--- config.mk ---
export PLATFORM = sky130hd
export DESIGN_NAME = wfm_ctrl
export DESIGN_NICKNAME = d
export VERILOG_FILES = /design/src/hdl/wfm_pkg.sv /design/src/hdl/wfm_ctrl.sv
export VERILOG_INCLUDE_DIRS = /design/src /design/src/hdl
export SDC_FILE = /design/constraint.sdc
export NUM_CORES = 1
export LEC_CHECK = 0
export BUFFER_PORTS_ARGS = -buffer_cell sky130_fd_sc_hd__buf_2
export CORE_AREA = 2 2 39 41
export CTS_CLUSTER_SIZE = 28
export DETAILED_ROUTE_END_ITERATION = 10
export DIE_AREA = 0 0 41 43
export PLACE_DENSITY = 0.8
export SLEW_MARGIN = 10
export SYNTH_ARGS = -nofsm -noshare
export SYNTH_HDL_FRONTEND = slang
export SYNTH_SLANG_ARGS = --single-unit
--- constraint.sdc ---
create_clock -name clk -period 2.9 [get_ports clk]
set_input_delay 0.725 -clock clk [delete_from_list [all_inputs] [get_ports clk]]
set_output_delay 0.725 -clock clk [all_outputs]
set_load 0.05 [all_outputs]
--- src/hdl/wind_frequency_matrix_defines.svh ---
// Assertion macros shared by the modules of the wind frequency matrix.
`ifndef WIND_FREQUENCY_MATRIX_DEFINES_SVH
`define WIND_FREQUENCY_MATRIX_DEFINES_SVH

// Implication checked on every rising clock edge outside reset.
`define WFM_ASSERT_IMPL(label, clk, rst_n, ante, cons, msg) \
	label: assert property (@(posedge clk) disable iff (!rst_n) (ante) |-> (cons)) \
		else $error(msg);

// Implication whose consequent is checked in the cycle after the antecedent.
`define WFM_ASSERT_NEXT(label, clk, rst_n, ante, cons, msg) \
	label: assert property (@(posedge clk) disable iff (!rst_n) (ante) |=> (cons)) \
		else $error(msg);

`endif

--- src/hdl/wfm_pkg.sv ---
package wfm_pkg;

	localparam int THRESHOLD_COUNT = 7;
	localparam int OP_ADD = 0;
	localparam int OP_QUERY = 1;

	typedef struct packed {
		logic        operation;
		logic        cold_season;
		logic [4:0]  direction;
		logic [2:0]  stability_class;
		logic [15:0] wind_speed;
		logic [2:0]  query_grade;
	} in_item_t;

	typedef struct packed {
		logic        input_error;
		logic [31:0] cell_count;
		logic [15:0] cell_weight;
		logic [15:0] rose_fraction;
		logic [15:0] grade_fraction;
		logic [15:0] class_fraction;
		logic [15:0] calm_fraction;
	} out_item_t;

	typedef struct packed {
		logic load;
		logic clear_step;
		logic add_cell_rd;
		logic add_cell_wr;
		logic add_marg;
		logic q_cell_rd;
		logic q_cell_latch;
		logic calm_rd;
		logic calm_acc;
		logic mul_start;
		logic div_start;
		logic [2:0] div_sel;
		logic emit;
		logic emit_error;
	} wfm_cmd_t;

	typedef struct packed {
		logic item_error;
		logic item_query;
		logic clear_done;
		logic calm_last;
		logic mul_done;
		logic div_done;
	} wfm_status_t;

	localparam logic [2:0] DIV_WEIGHT = 3'd0;
	localparam logic [2:0] DIV_ROSE   = 3'd1;
	localparam logic [2:0] DIV_GRADE  = 3'd2;
	localparam logic [2:0] DIV_CLASS  = 3'd3;
	localparam logic [2:0] DIV_CALM   = 3'd4;

endpackage

--- src/hdl/wfm_ctrl.sv ---
`include "wind_frequency_matrix_defines.svh"

module wfm_ctrl (
	input  logic                 clk,
	input  logic                 arst_n,
	input  logic                 start,
	output logic                 busy,
	output wfm_pkg::wfm_cmd_t    cmd,
	input  wfm_pkg::wfm_status_t status
);

	localparam logic [3:0] ST_CLEAR   = 4'd0;
	localparam logic [3:0] ST_IDLE    = 4'd1;
	localparam logic [3:0] ST_CHECK   = 4'd2;
	localparam logic [3:0] ST_ADD_RD  = 4'd3;
	localparam logic [3:0] ST_ADD_WR  = 4'd4;
	localparam logic [3:0] ST_Q_RD    = 4'd5;
	localparam logic [3:0] ST_Q_LATCH = 4'd6;
	localparam logic [3:0] ST_CALM_RD = 4'd7;
	localparam logic [3:0] ST_CALM_AC = 4'd8;
	localparam logic [3:0] ST_MUL     = 4'd9;
	localparam logic [3:0] ST_DIV_GO  = 4'd10;
	localparam logic [3:0] ST_DIV     = 4'd11;
	localparam logic [3:0] ST_EMIT    = 4'd12;

	logic [3:0] state_q, state_d;
	logic [2:0] sel_q, sel_d;

	always_ff @(posedge clk or negedge arst_n) begin
		if (!arst_n) begin
			state_q <= ST_CLEAR;
			sel_q   <= '0;
		end else begin
			state_q <= state_d;
			sel_q   <= sel_d;
		end
	end

	assign busy = (state_q != ST_IDLE);

	always_comb begin
		state_d = state_q;
		sel_d   = sel_q;
		cmd     = '0;
		cmd.div_sel = sel_q;
		unique case (state_q)
			ST_CLEAR: begin
				cmd.clear_step = 1'b1;
				if (status.clear_done) state_d = ST_IDLE;
			end
			ST_IDLE: begin
				if (start) begin
					cmd.load = 1'b1;
					state_d = ST_CHECK;
				end
			end
			ST_CHECK: begin
				if (status.item_error) begin
					cmd.emit = 1'b1;
					cmd.emit_error = 1'b1;
					state_d = ST_IDLE;
				end else if (status.item_query) begin
					state_d = ST_Q_RD;
				end else begin
					state_d = ST_ADD_RD;
				end
			end
			ST_ADD_RD: begin
				cmd.add_cell_rd = 1'b1;
				state_d = ST_ADD_WR;
			end
			ST_ADD_WR: begin
				cmd.add_cell_wr = 1'b1;
				cmd.add_marg = 1'b1;
				cmd.emit = 1'b1;
				state_d = ST_IDLE;
			end
			ST_Q_RD: begin
				cmd.q_cell_rd = 1'b1;
				state_d = ST_Q_LATCH;
			end
			ST_Q_LATCH: begin
				cmd.q_cell_latch = 1'b1;
				state_d = ST_CALM_RD;
			end
			ST_CALM_RD: begin
				cmd.calm_rd = 1'b1;
				state_d = ST_CALM_AC;
			end
			ST_CALM_AC: begin
				cmd.calm_acc = 1'b1;
				if (status.calm_last) begin
					cmd.mul_start = 1'b1;
					state_d = ST_MUL;
				end else begin
					state_d = ST_CALM_RD;
				end
			end
			ST_MUL: begin
				if (status.mul_done) begin
					sel_d = wfm_pkg::DIV_WEIGHT;
					state_d = ST_DIV_GO;
				end
			end
			ST_DIV_GO: begin
				cmd.div_start = 1'b1;
				state_d = ST_DIV;
			end
			ST_DIV: begin
				if (status.div_done) begin
					if (sel_q == wfm_pkg::DIV_CALM) begin
						state_d = ST_EMIT;
					end else begin
						sel_d = sel_q + 3'd1;
						state_d = ST_DIV_GO;
					end
				end
			end
			ST_EMIT: begin
				cmd.emit = 1'b1;
				state_d = ST_IDLE;
			end
			default: state_d = ST_IDLE;
		endcase
	end

	`WFM_ASSERT_NEXT(a_accept_busy, clk, arst_n, start && !busy, busy, "item accepted but not busy")
	`WFM_ASSERT_IMPL(a_emit_busy, clk, arst_n, cmd.emit, busy, "result while idle")
	`WFM_ASSERT_IMPL(a_div_sel, clk, arst_n, cmd.div_start, sel_q <= wfm_pkg::DIV_CALM, "bad divide select")

endmodule

# After elaboration in Yosys (flattened, before gate mapping)
# Index checks and enable logic that the tools add are counted.
# Widths: inputs -> output; s select.
# classes
n_addsub,1
mul,0
n_div,0
n_lt_le_gt_ge,0
eq_ne,19
n_shift,0
mux,27
bitwise_logic,0
reduce_logical,5
# op_table
op,count
$pmux 4 s11,1
$mux 4,6
$eq 4x4->1 const B,5
$eq 4x3->1 const B,4
$mux 3,5
$mux 1,10
$ne 2x2->1 const B,5
$eq 4x2->1 const B,2
$reduce_and 4->1,2
$mux 2,3
$pmux 3 s2,1
$eq 4x1->1 const B,1
$logic_not 4->1,1
$ne 4x1->1 const B,1
$add 3x1->3 const B,1
$eq 3x3->1 const B,1
$pmux 1 s2,1
$reduce_bool 2->1,1
$reduce_or 2->1,1
# word_totals
register_bits,7
latch_bits,0
ramBits,0
rom_bits,0
input_bits,9
output_inout_bits,17
n_memories,0

# Logic depth before layout (Yosys ltp)
# Gate-level depths: netlist of the first run.
# depth
word_depth,4
depth_mapped,6
mapped_depth_nobuf,6

# Least setup slack after synthesis of the first run
# Ideal clock, no wire load.
# synth_path
path_type,reg2out
start,reg state_q[1]
end,out cmd[6] (netlist bit)
arrival_ns,2.381
required_time_ns,2.175
slack_ns,-0.206
stages_incl_launch_ff,5
cell_sequence,dfrtp_1 > buf_4 > buf_2 > nor3_1 > and2_1
# synth_rtl
item,line,rtl
start: declaration,wfm_ctrl.sv:26,"logic [3:0] state_q, state_d;"
start signal: assignment,wfm_ctrl.sv:34,state_q <= state_d;
end: declaration,wfm_ctrl.sv:8,"output wfm_pkg::wfm_cmd_t cmd,"

==> metrics.txt, run 1 <==
final hold vios=0; setup tns final=0 ns; Net Count, Synth=92; sequential element share of the synthesized area=27.3%; Synth Area per Inst=7.92 um2; gp weighted congestion=0.856; Max-slew headroom=58.5%; vias in the first global route=568; Hold-fix buffers, CTS=0; clk sink count=7; TritonRoute pass-1 iters=4; post-CTS setup buffer count=0; Synth Flop Type=dfrtp_1; Site Rows=14; peak supply drop=0.549 mV; Clk pwr share=8.6%; nature of the critical path startpoint=flop; Avg Vias per Cell=5.61; async set-reset flop share out of synthesis=100%; overall global routing resource usage=19.3%; Max Fclk=418 MHz; TritonCTS Buffers=3; Max Root-Sink Buffers=2; critical path class=reg -> out; Synth Warn #=0; Flop pwr share=25.4%; worst hold slack=0.297 ns; grt ovf=0; initial drt markers=13; Pins Over Slew Limit=0; Final ANT Viol Nets=0; routed len/inst=12.2 um; starting density of the core=46.4%; Resize count post-CTS=0; io pins=26; Worst Max-Slew Pin Slew=0.622 ns; Syn Inst Count=81; IO Port Bufs=25; Antenna diodes=0; nets=116; clk root buf=clkbuf_4; Die X=41 um; crit path capture type=primary output; Int Power=0.405 mW; largest net degree at the start of global routing=21; drt total wl=1460 um; Fin Clk Skew=0.00425 ns; DP HPWL=1110 um; fin area=783 um2; Critical Path RT=2.17 ns; synth-to-layout area growth=22.0%; Cell Pwr Density=1270 mW/mm2; Core ar.=0.00138 mm2; post-place instance area=757 um2; Cell Area, Synth=642 um2; die area=0.00176 mm2; initial antenna violation count=0; outcome=finished clean; Remaining DRCs=0; RSZ-0062 raised after global routing=false; CTS H-Tree Depth=1; first-pass GRT wire length=2340 um; max_cap viols=0; worst hold path class=in -> async; CTS tree=built; Sw Ratio=59.4%; Yosys cell types=35; Seq cells post-synth=7; data arrival time of the worst path=1.67 ns; Tcrit/Tclk final=82.5%; via count=673; P_leak=0.384 nW; layout cells sized above 1=35.6%; Die Ht=43 um; number of synthesized flops with an enable pin=0; sw power=0.593 mW; Gate power share=66.0%; clk_lat worst skew=0.25 ns; Layout fillers=140; Tmin final=2.39 ns; Setup Viol. Count Final=0; CP Max Fanout=20; Clock Pin Slew Worst Setup and Hold Paths=0.05 ns
[path summary, 6_finish.rpt]
| path | to | slack (ns) | start | depth (start not counted) |
|---|---|---|---|---|
| min in group clk | sel_q[2] | 0.52 | sel_q[2] | 1 |
| hold reg to reg | sel_q[2] | 0.52 | sel_q[2] | 1 |
| setup / recovery | cmd[0] | 0.51 | state_q[1] | 3 |
| setup reg to reg | sel_q[2] | 1.09 | state_q[1] | 4 |
| hold / removal | state_q[2] | 0.30 | arst_n | 1 |
| max in group asynchronous | state_q[0] | 2.45 | arst_n | 1 |
[per-layer routing]
| layer | up-vias | global-route usage, % | part of all wire (%) |
|---|---|---|---|
| li1 | 338 | - | - |
| met1 | 310 | 25.8 | 44 |
| met2 | 23 | 29.4 | 50 |
| met3 | 2 | 3.14 | 4.8 |
| met4 | 0 | 8.00 | 0.96 |
| met5 | - | 0 | 0 |
[placed cells by master, fill, tap and decap left out, drive strengths merged, types with 3 or more instances in the layout]
cell / n
buf: 25
nor2: 12
nor3: 8
dfrtp: 7
nand3: 5
inv: 5
nand2b: 5
nand2: 4
a21oi: 4
clkbuf: 4
o21ai: 3
[power groups by stage]
stage,Clock (mW),Combinational [mW],Sequential [mW]
2_1_floorplan,0,0.588,0.219
3_3_place_gp,0,0.645,0.250
3_5_place_dp,0,0.657,0.255
4_1_cts,0.0878,0.664,0.253
5_1_grt,0.0956,0.715,0.269
6_report,0.0858,0.658,0.254
[cells in the mapped netlist, types with 2 or more instances]
library cell,number,area share [%]
mux2i_1,2,3.1
nand2b_1,4,3.9
ha_1,2,3.9
o21ai_1,3,2.3
nor3_1,7,5.5
nand3_1,5,3.9
buf_4,2,2.3
inv_1,4,2.3
o221ai_1,2,2.7
nand2_1,4,2.3
a21oi_1,4,3.1
buf_2,2,1.6
dfrtp_1,7,27
nor2_1,12,7.0
[per-stage QoR]
step	util (%)	power [mW]	setup slack, ns	instances
floorplan	-	0.807	0.261	81
global placement	54.7	0.895	0.805	116
detailed placement	54.7	0.912	0.767	116
CTS	56.6	1.00	0.493	120
global route	56.6	1.08	0.388	120
finish	56.6	0.998	0.506	120
[cell families (layout without fill, tap and decap cells)]
family / after synthesis / count (layout) / share of synthesized area [%]
multiplexers: 2 / 2 / 3.12
buffers and inverters: 11 / 34 / 9.16
flip-flops: 7 / 7 / 27.3
adder cells (fa/ha/maj): 2 / 2 / 3.90
AO/OA/AOI/OAI: 17 / 17 / 18.3
AND/OR/NAND/NOR: 42 / 42 / 38.2
[layout make-up]
cell class | count | area [um2] | area share (%)
multi-input combinational | 63 | 418 | 53.4
sequential | 7 | 175 | 22.4
timing repair buffer | 25 | 125 | 16.0
clock buffer | 4 | 26.3 | 3.35
tap | 16 | 20.0 | 2.56
inverter | 5 | 18.8 | 2.40
[critical path: stages, from the launching register on]
cell and delay (ns):
dfrtp_1 0.73, nand2b_1 0.23, nor3_1 0.17, buf_2 0.29
[registers in the layout, indices dropped and copies added (netlist names)]
signal and count:
state_q 4, sel_q 3
No activity file was read; power rests on OpenSTA's default activity.
==> inputs of run 2 (changes only) <==
--- a/config.mk
+++ b/config.mk
@@ -7,11 +7,11 @@
 export NUM_CORES = 1
 export LEC_CHECK = 0
 export BUFFER_PORTS_ARGS = -buffer_cell sky130_fd_sc_hd__buf_2
-export CORE_AREA = 2 2 39 41
+export CORE_MARGIN = 1.5
+export CORE_UTILIZATION = 46
 export CTS_CLUSTER_SIZE = 28
 export DETAILED_ROUTE_END_ITERATION = 10
-export DIE_AREA = 0 0 41 43
-export PLACE_DENSITY = 0.8
+export PLACE_DENSITY = 0.77
 export SLEW_MARGIN = 10
 export SYNTH_ARGS = -nofsm -noshare
 export SYNTH_HDL_FRONTEND = slang
==> constraint.sdc (replaced) <==
create_clock -name clk -period 2.4 [get_ports clk]
set_input_delay 0.6 -clock clk [delete_from_list [all_inputs] [get_ports clk]]
set_output_delay 0.6 -clock clk [all_outputs]
set_load 0.05 [all_outputs]
==> run 2 against run 1 <==
  * Critical path depth stayed put
  * Sequential share of layout area is 0.11 points lower
  * Final cell count is 0.83% lower
  * Worst setup slack worse by 0.35 ns
  * Count of clock-buffer cells in the layout stayed put
  * Register-to-register slack worse by 0.44 ns
  * Combinational power is 20% higher
  * Worst hold slack worse by 0.12 ns
  * Design area is 0.48% higher
  * Clock skew is 0.0041 ns lower
  * Sequential power is 21% higher
==> metrics.txt, run 2 (synthesis results as in run 1) <==
outcome=finished clean; data arrival time of the worst path=1.64 ns; Largest regs=state_q: 4 flops, sel_q: 3 flops; Worst Max-Slew Pin Slew=0.612 ns; die area=0.00163 mm2; clk_lat worst skew=0.24 ns; TritonRoute pass-1 iters=4; max_cap viols=0; Max-slew headroom=59.2%; CP Max Fanout=20; Clock Pin Slew Worst Setup and Hold Paths=0.05 ns; Setup Viol. Count Final=0; largest net degree at the start of global routing=21; worst r2r src=state_q[1]; io pins=26; worst-path cell chain=nand2_1 > nor2_1 > buf_2; synth-to-layout area growth=22.6%; critical path buffer and inverter count=1; nets=116; most common cell after layout, fill and taps aside=buf_2; worst hold path class=in -> async; setup tns final=0 ns; Tmin final=2.24 ns; final hold vios=0; peak supply drop=0.647 mV; critical path class=reg -> out; Slowest Stage Delay on Critical Path=0.73 ns; Die X=40.4 um; crit path capture type=primary output; Fin Clk Skew=0.000127 ns; CTS tree=built; Resize count post-CTS=0; largest register by flop count=state_q; TritonCTS Buffers=3; drt total wl=1410 um; Tcrit/Tclk final=93.4%; RSZ-0062 raised after global routing=false; initial drt markers=19; Critical-path top delay cell=dfrtp_1; Avg Vias per Cell=5.61; grt ovf=0; overall global routing resource usage=18.6%; layout cells sized above 1=36.5%; Critical Path RT=1.80 ns; starting density of the core=49.3%; IO Port Bufs=25; max reg flops=4; worst hold slack=0.181 ns; worst setup path startpoint=state_q[1]; clk root buf=clkbuf_4; CTS H-Tree Depth=1; routed len/inst=11.8 um; DP HPWL=1120 um; Max Root-Sink Buffers=2; P_leak=0.385 nW; Remaining DRCs=0; gp weighted congestion=0.815; Hold-fix buffers, CTS=0; Layout fillers=130; delay-heaviest family, CP=flip-flops; Core ar.=0.00130 mm2; first-pass GRT wire length=2060 um; via count=667; nature of the critical path startpoint=flop; Max Fclk=446 MHz; clk sink count=7; Antenna diodes=0; Final ANT Viol Nets=0; Site Rows=13; vias in the first global route=494; Die Ht=40.4 um; Pins Over Slew Limit=0; Cell Pwr Density=1520 mW/mm2; initial antenna violation count=0; post-CTS setup buffer count=0; most frequent cells in the layout=buf_2 (25), nor2_1 (12), dfrtp_1 (7), nand3_1 (5)
[run 2: cell counts in the layout (fill, tap and decap cells not counted)]
Identical to the previous run, type by type.
[run 2: area by class of cell]
type / count / area, um2 / area share [%]
Tap cell: 15 / 18.8 / 2.38
Multi-Input combinational cell: 63 / 423 / 53.7
Inverter: 5 / 18.8 / 2.38
Sequential cell: 7 / 175 / 22.3
Timing Repair Buffer: 25 / 125 / 15.9
Clock buffer: 4 / 26.3 / 3.34
[run 2: worst paths after layout]
| path | cells after the start | slack, ns | endpoint |
|---|---|---|---|
| setup / recovery | 3 | 0.16 | cmd[13] |
| hold / removal | 1 | 0.18 | sel_q[1] |
| setup reg to reg | 4 | 0.65 | sel_q[2] |
| hold reg to reg | 1 | 0.53 | sel_q[2] |
| max in group asynchronous | 1 | 2.07 | state_q[1] |
| min in group clk | 1 | 0.53 | sel_q[2] |
[run 2: worst reg2reg max path, cell delays in order (launching register included)]
cell and delay (ns):
dfrtp_1 0.73, mux2i_1 0.26, nor4_4 0.38, o31a_1 0.20, mux2i_1 0.07
[run 2: routing by layer]
metal,vias up,GRT usage (%),wire length [um]
li1,338,-,-
met1,306,28.7,655
met2,23,27.4,663
met3,0,0,87
met4,0,7.50,0
met5,-,0,0
[run 2: where the power goes]
part | switching [mW] | leakage (nW) | total, mW | internal, mW
logic | 0.533 | 0.280 | 0.792 | 0.259
registers | 0.141 | 0.0901 | 0.308 | 0.167
clock network | 0.0369 | 0.0150 | 0.0999 | 0.0630
[run 2: per-stage QoR]
| stage | cells | util (%) | worst slack [ns] | total power, mW | instance area (um2) |
|---|---|---|---|---|---|
| 4_1_cts | 119 | 60.5 | 0.160 | 1.21 | 787 |
| 2_1_floorplan | 81 | - | -0.114 | 0.979 | 657 |
| 6_report | 119 | 60.5 | 0.157 | 1.20 | 787 |
| 3_3_place_gp | 115 | 58.5 | 0.445 | 1.09 | 761 |
| 3_5_place_dp | 115 | 58.5 | 0.422 | 1.10 | 761 |
| 5_1_grt | 119 | 60.5 | 0.00836 | 1.30 | 787 |
==> inputs of run 3 (changes only) <==
--- a/config.mk
+++ b/config.mk
@@ -6,12 +6,13 @@
 export SDC_FILE = /design/constraint.sdc
 export NUM_CORES = 1
 export LEC_CHECK = 0
+export ABC_AREA = 1
 export BUFFER_PORTS_ARGS = -buffer_cell sky130_fd_sc_hd__buf_2
 export CORE_MARGIN = 1.5
-export CORE_UTILIZATION = 46
+export CORE_UTILIZATION = 45
 export CTS_CLUSTER_SIZE = 28
 export DETAILED_ROUTE_END_ITERATION = 10
-export PLACE_DENSITY = 0.77
+export PLACE_DENSITY = 0.76
 export SLEW_MARGIN = 10
 export SYNTH_ARGS = -nofsm -noshare
 export SYNTH_HDL_FRONTEND = slang
==> run 3 against run 2 <==
  * Count of clock-buffer cells in the layout stayed put
  * Largest cell class unchanged
  * Power fell by 19%
  * Sequential cell count did not move
  * Clock skew grew 0.0036 ns
  * Sequential power is 37% lower
  * Fmax up 5.2%
  * Global-route usage up 2.4 points
  * Final cell count is 18% higher
  * Combinational power fell by 16%
  * Sequential share of layout area up 0.40 points
  * Via count up 2.4%
==> metrics.txt, run 3 <==
Cell Pwr Density=1250 mW/mm2; Tcrit/Tclk final=88.8%; critical path class=reg -> out; outcome=finished clean; fin util=60.2%; post-CTS setup buffer count=0; Largest regs=state_q: 4 flops, sel_q: 3 flops; Final Non-Filler Cells=140; RSZ-0062 raised after global routing=false; CP Max Fanout=5; die area=0.00158 mm2; Clock Pin Slew Worst Setup and Hold Paths=0.06 ns; area leader, netlist=dfrtp_1; sequential element share of the synthesized area=28.8%; share of the synthesized area in the top cell type=28.8%; Pins Over Slew Limit=0; Syn Inst Count=97; DP HPWL=1180 um; peak supply drop=0.669 mV; Synth Warn #=0; most common cell after layout, fill and taps aside=nand2_1; Crit Reg-Reg Endpoint=state_q[1]; Placed Cells=136; Max Fclk=469 MHz; setup tns final=0 ns; IO Port Bufs=25; largest register by flop count=state_q; synth-to-layout area growth=27.2%; Fin Clk Skew=0.00378 ns; vias in the first global route=520; Critical Path RT=1.80 ns; data arrival time of the worst path=1.53 ns; clk root buf=clkbuf_4; clk sink count=7; async set-reset flop share out of synthesis=100%; Die X=39.8 um; max reg flops=4; post-place instance area=747 um2; first-pass GRT wire length=2150 um; worst hold path class=in -> async; Seq cells post-synth=7; Yosys cell types=23; Max Root-Sink Buffers=2; gp weighted congestion=0.859; max_cap viols=0; routed len/inst=10.0 um; P_leak=0.475 nW; Critical-path top delay cell=dfrtp_1; clk_lat worst skew=0.25 ns; Tmin final=2.13 ns; Worst Max-Slew Pin Slew=0.312 ns; Cell Area, Synth=608 um2; most frequent cells in the layout=nand2_1 (26), buf_2 (25), nor2_1 (16), inv_1 (13), dfrtp_1 (7); starting density of the core=47.3%; R2R Setup Slk=1.08 ns; grt ovf=0; overall global routing resource usage=21.1%; fin area=773 um2; Core ar.=0.00128 mm2; CTS H-Tree Depth=1; Worst R2R Path Depth=9; Synth Flop Type=dfrtp_1; TritonRoute pass-1 iters=4; top-count cell post-synth=nand2_1; Setup Viol. Count Final=0; TritonCTS Buffers=3; number of synthesized flops with an enable pin=0; nature of the critical path startpoint=flop; delay-heaviest family, CP=simple AND/OR/NAND/NOR gates; io pins=26; CTS tree=built; Total Power=0.966 mW; worst-path cell chain=nor2_1 > nand2_1 > o22ai_1 > buf_2; Net Count, Synth=108; largest net degree at the start of global routing=8; initial drt markers=15; Synth area leaders=dfrtp_1 (29%), nand2_1 (16%), nor2_1 (10%); Site Rows=13; Avg Vias per Cell=4.88; worst r2r src=sel_q[0]; layout cells sized above 1=33.6%; critical path buffer and inverter count=1; Die Ht=39.8 um; Synth Area per Inst=6.27 um2; Antenna diodes=0; via count=683; commonest cells in the netlist=nand2_1 (26), nor2_1 (17), inv_1 (13); Slowest Stage Delay on Critical Path=0.44 ns; nets=137; drt total wl=1400 um; initial antenna violation count=0; Max-slew headroom=79.1%; Hold-fix buffers, CTS=0; Resize count post-CTS=0; crit path capture type=primary output; Final ANT Viol Nets=0; Remaining DRCs=0; final hold vios=0
## run 3: stage by stage
| stage | hold WS (ns) | setup slack, ns |
|---|---|---|
| 2_1_floorplan | 0.304 | 0.0688 |
| 3_3_place_gp | 0.437 | 0.567 |
| 3_5_place_dp | 0.440 | 0.542 |
| 4_1_cts | 0.171 | 0.264 |
| 5_1_grt | 0.170 | 0.147 |
| 6_report | 0.170 | 0.269 |
## run 3: how the worst max path moves through the flow
stage                    start      to  slack [ns]  depth (start not counted)
finish              state_q[2]  cmd[1]        0.27                          4
CTS                 state_q[2]  cmd[1]        0.26                          4
global placement    state_q[2]  cmd[1]        0.57                          4
detailed placement  state_q[2]  cmd[1]        0.54                          4
global route        state_q[2]  cmd[1]        0.15                          4
floorplan           state_q[0]  cmd[6]        0.07                          3
## run 3: logic make-up after synthesis
kind of cell / count (synthesis) / synth area share, %
buffers and inverters: 17 / 11.1
xor gates and xnor gates: 1 / 1.44
and+or+nand+nor: 60 / 45.1
adders and majority gates: 2 / 4.11
AOI/OAI and AO/OA: 10 / 9.46
DFF: 7 / 28.8
## run 3: routing by layer
metal | vias up | track usage (%) | wire length [um]
met5 | - | 0 | 0
met3 | 2 | 3.41 | 66
met1 | 302 | 27.0 | 641
met2 | 24 | 33.6 | 681
li1 | 355 | - | -
met4 | 0 | 10.3 | 14
## run 3: cell type report
cell class,count,area [um2]
Tap cell,15,18.8
Sequential cell,7,175
Fill cell,130,512
Inverter,16,60.1
Timing Repair Buffer,25,125
Clock buffer,4,26.3
Multi-Input combinational cell,73,368
## run 3: report_power, final
group / switching, mW / total [mW] / internal, mW / leakage [nW]
clock: 0.0446 / 0.108 / 0.0635 / 0.0150
sequential: 0.0428 / 0.193 / 0.150 / 0.0931
combinational: 0.504 / 0.665 / 0.161 / 0.367
total: 0.592 / 0.966 / 0.375 / 0.475
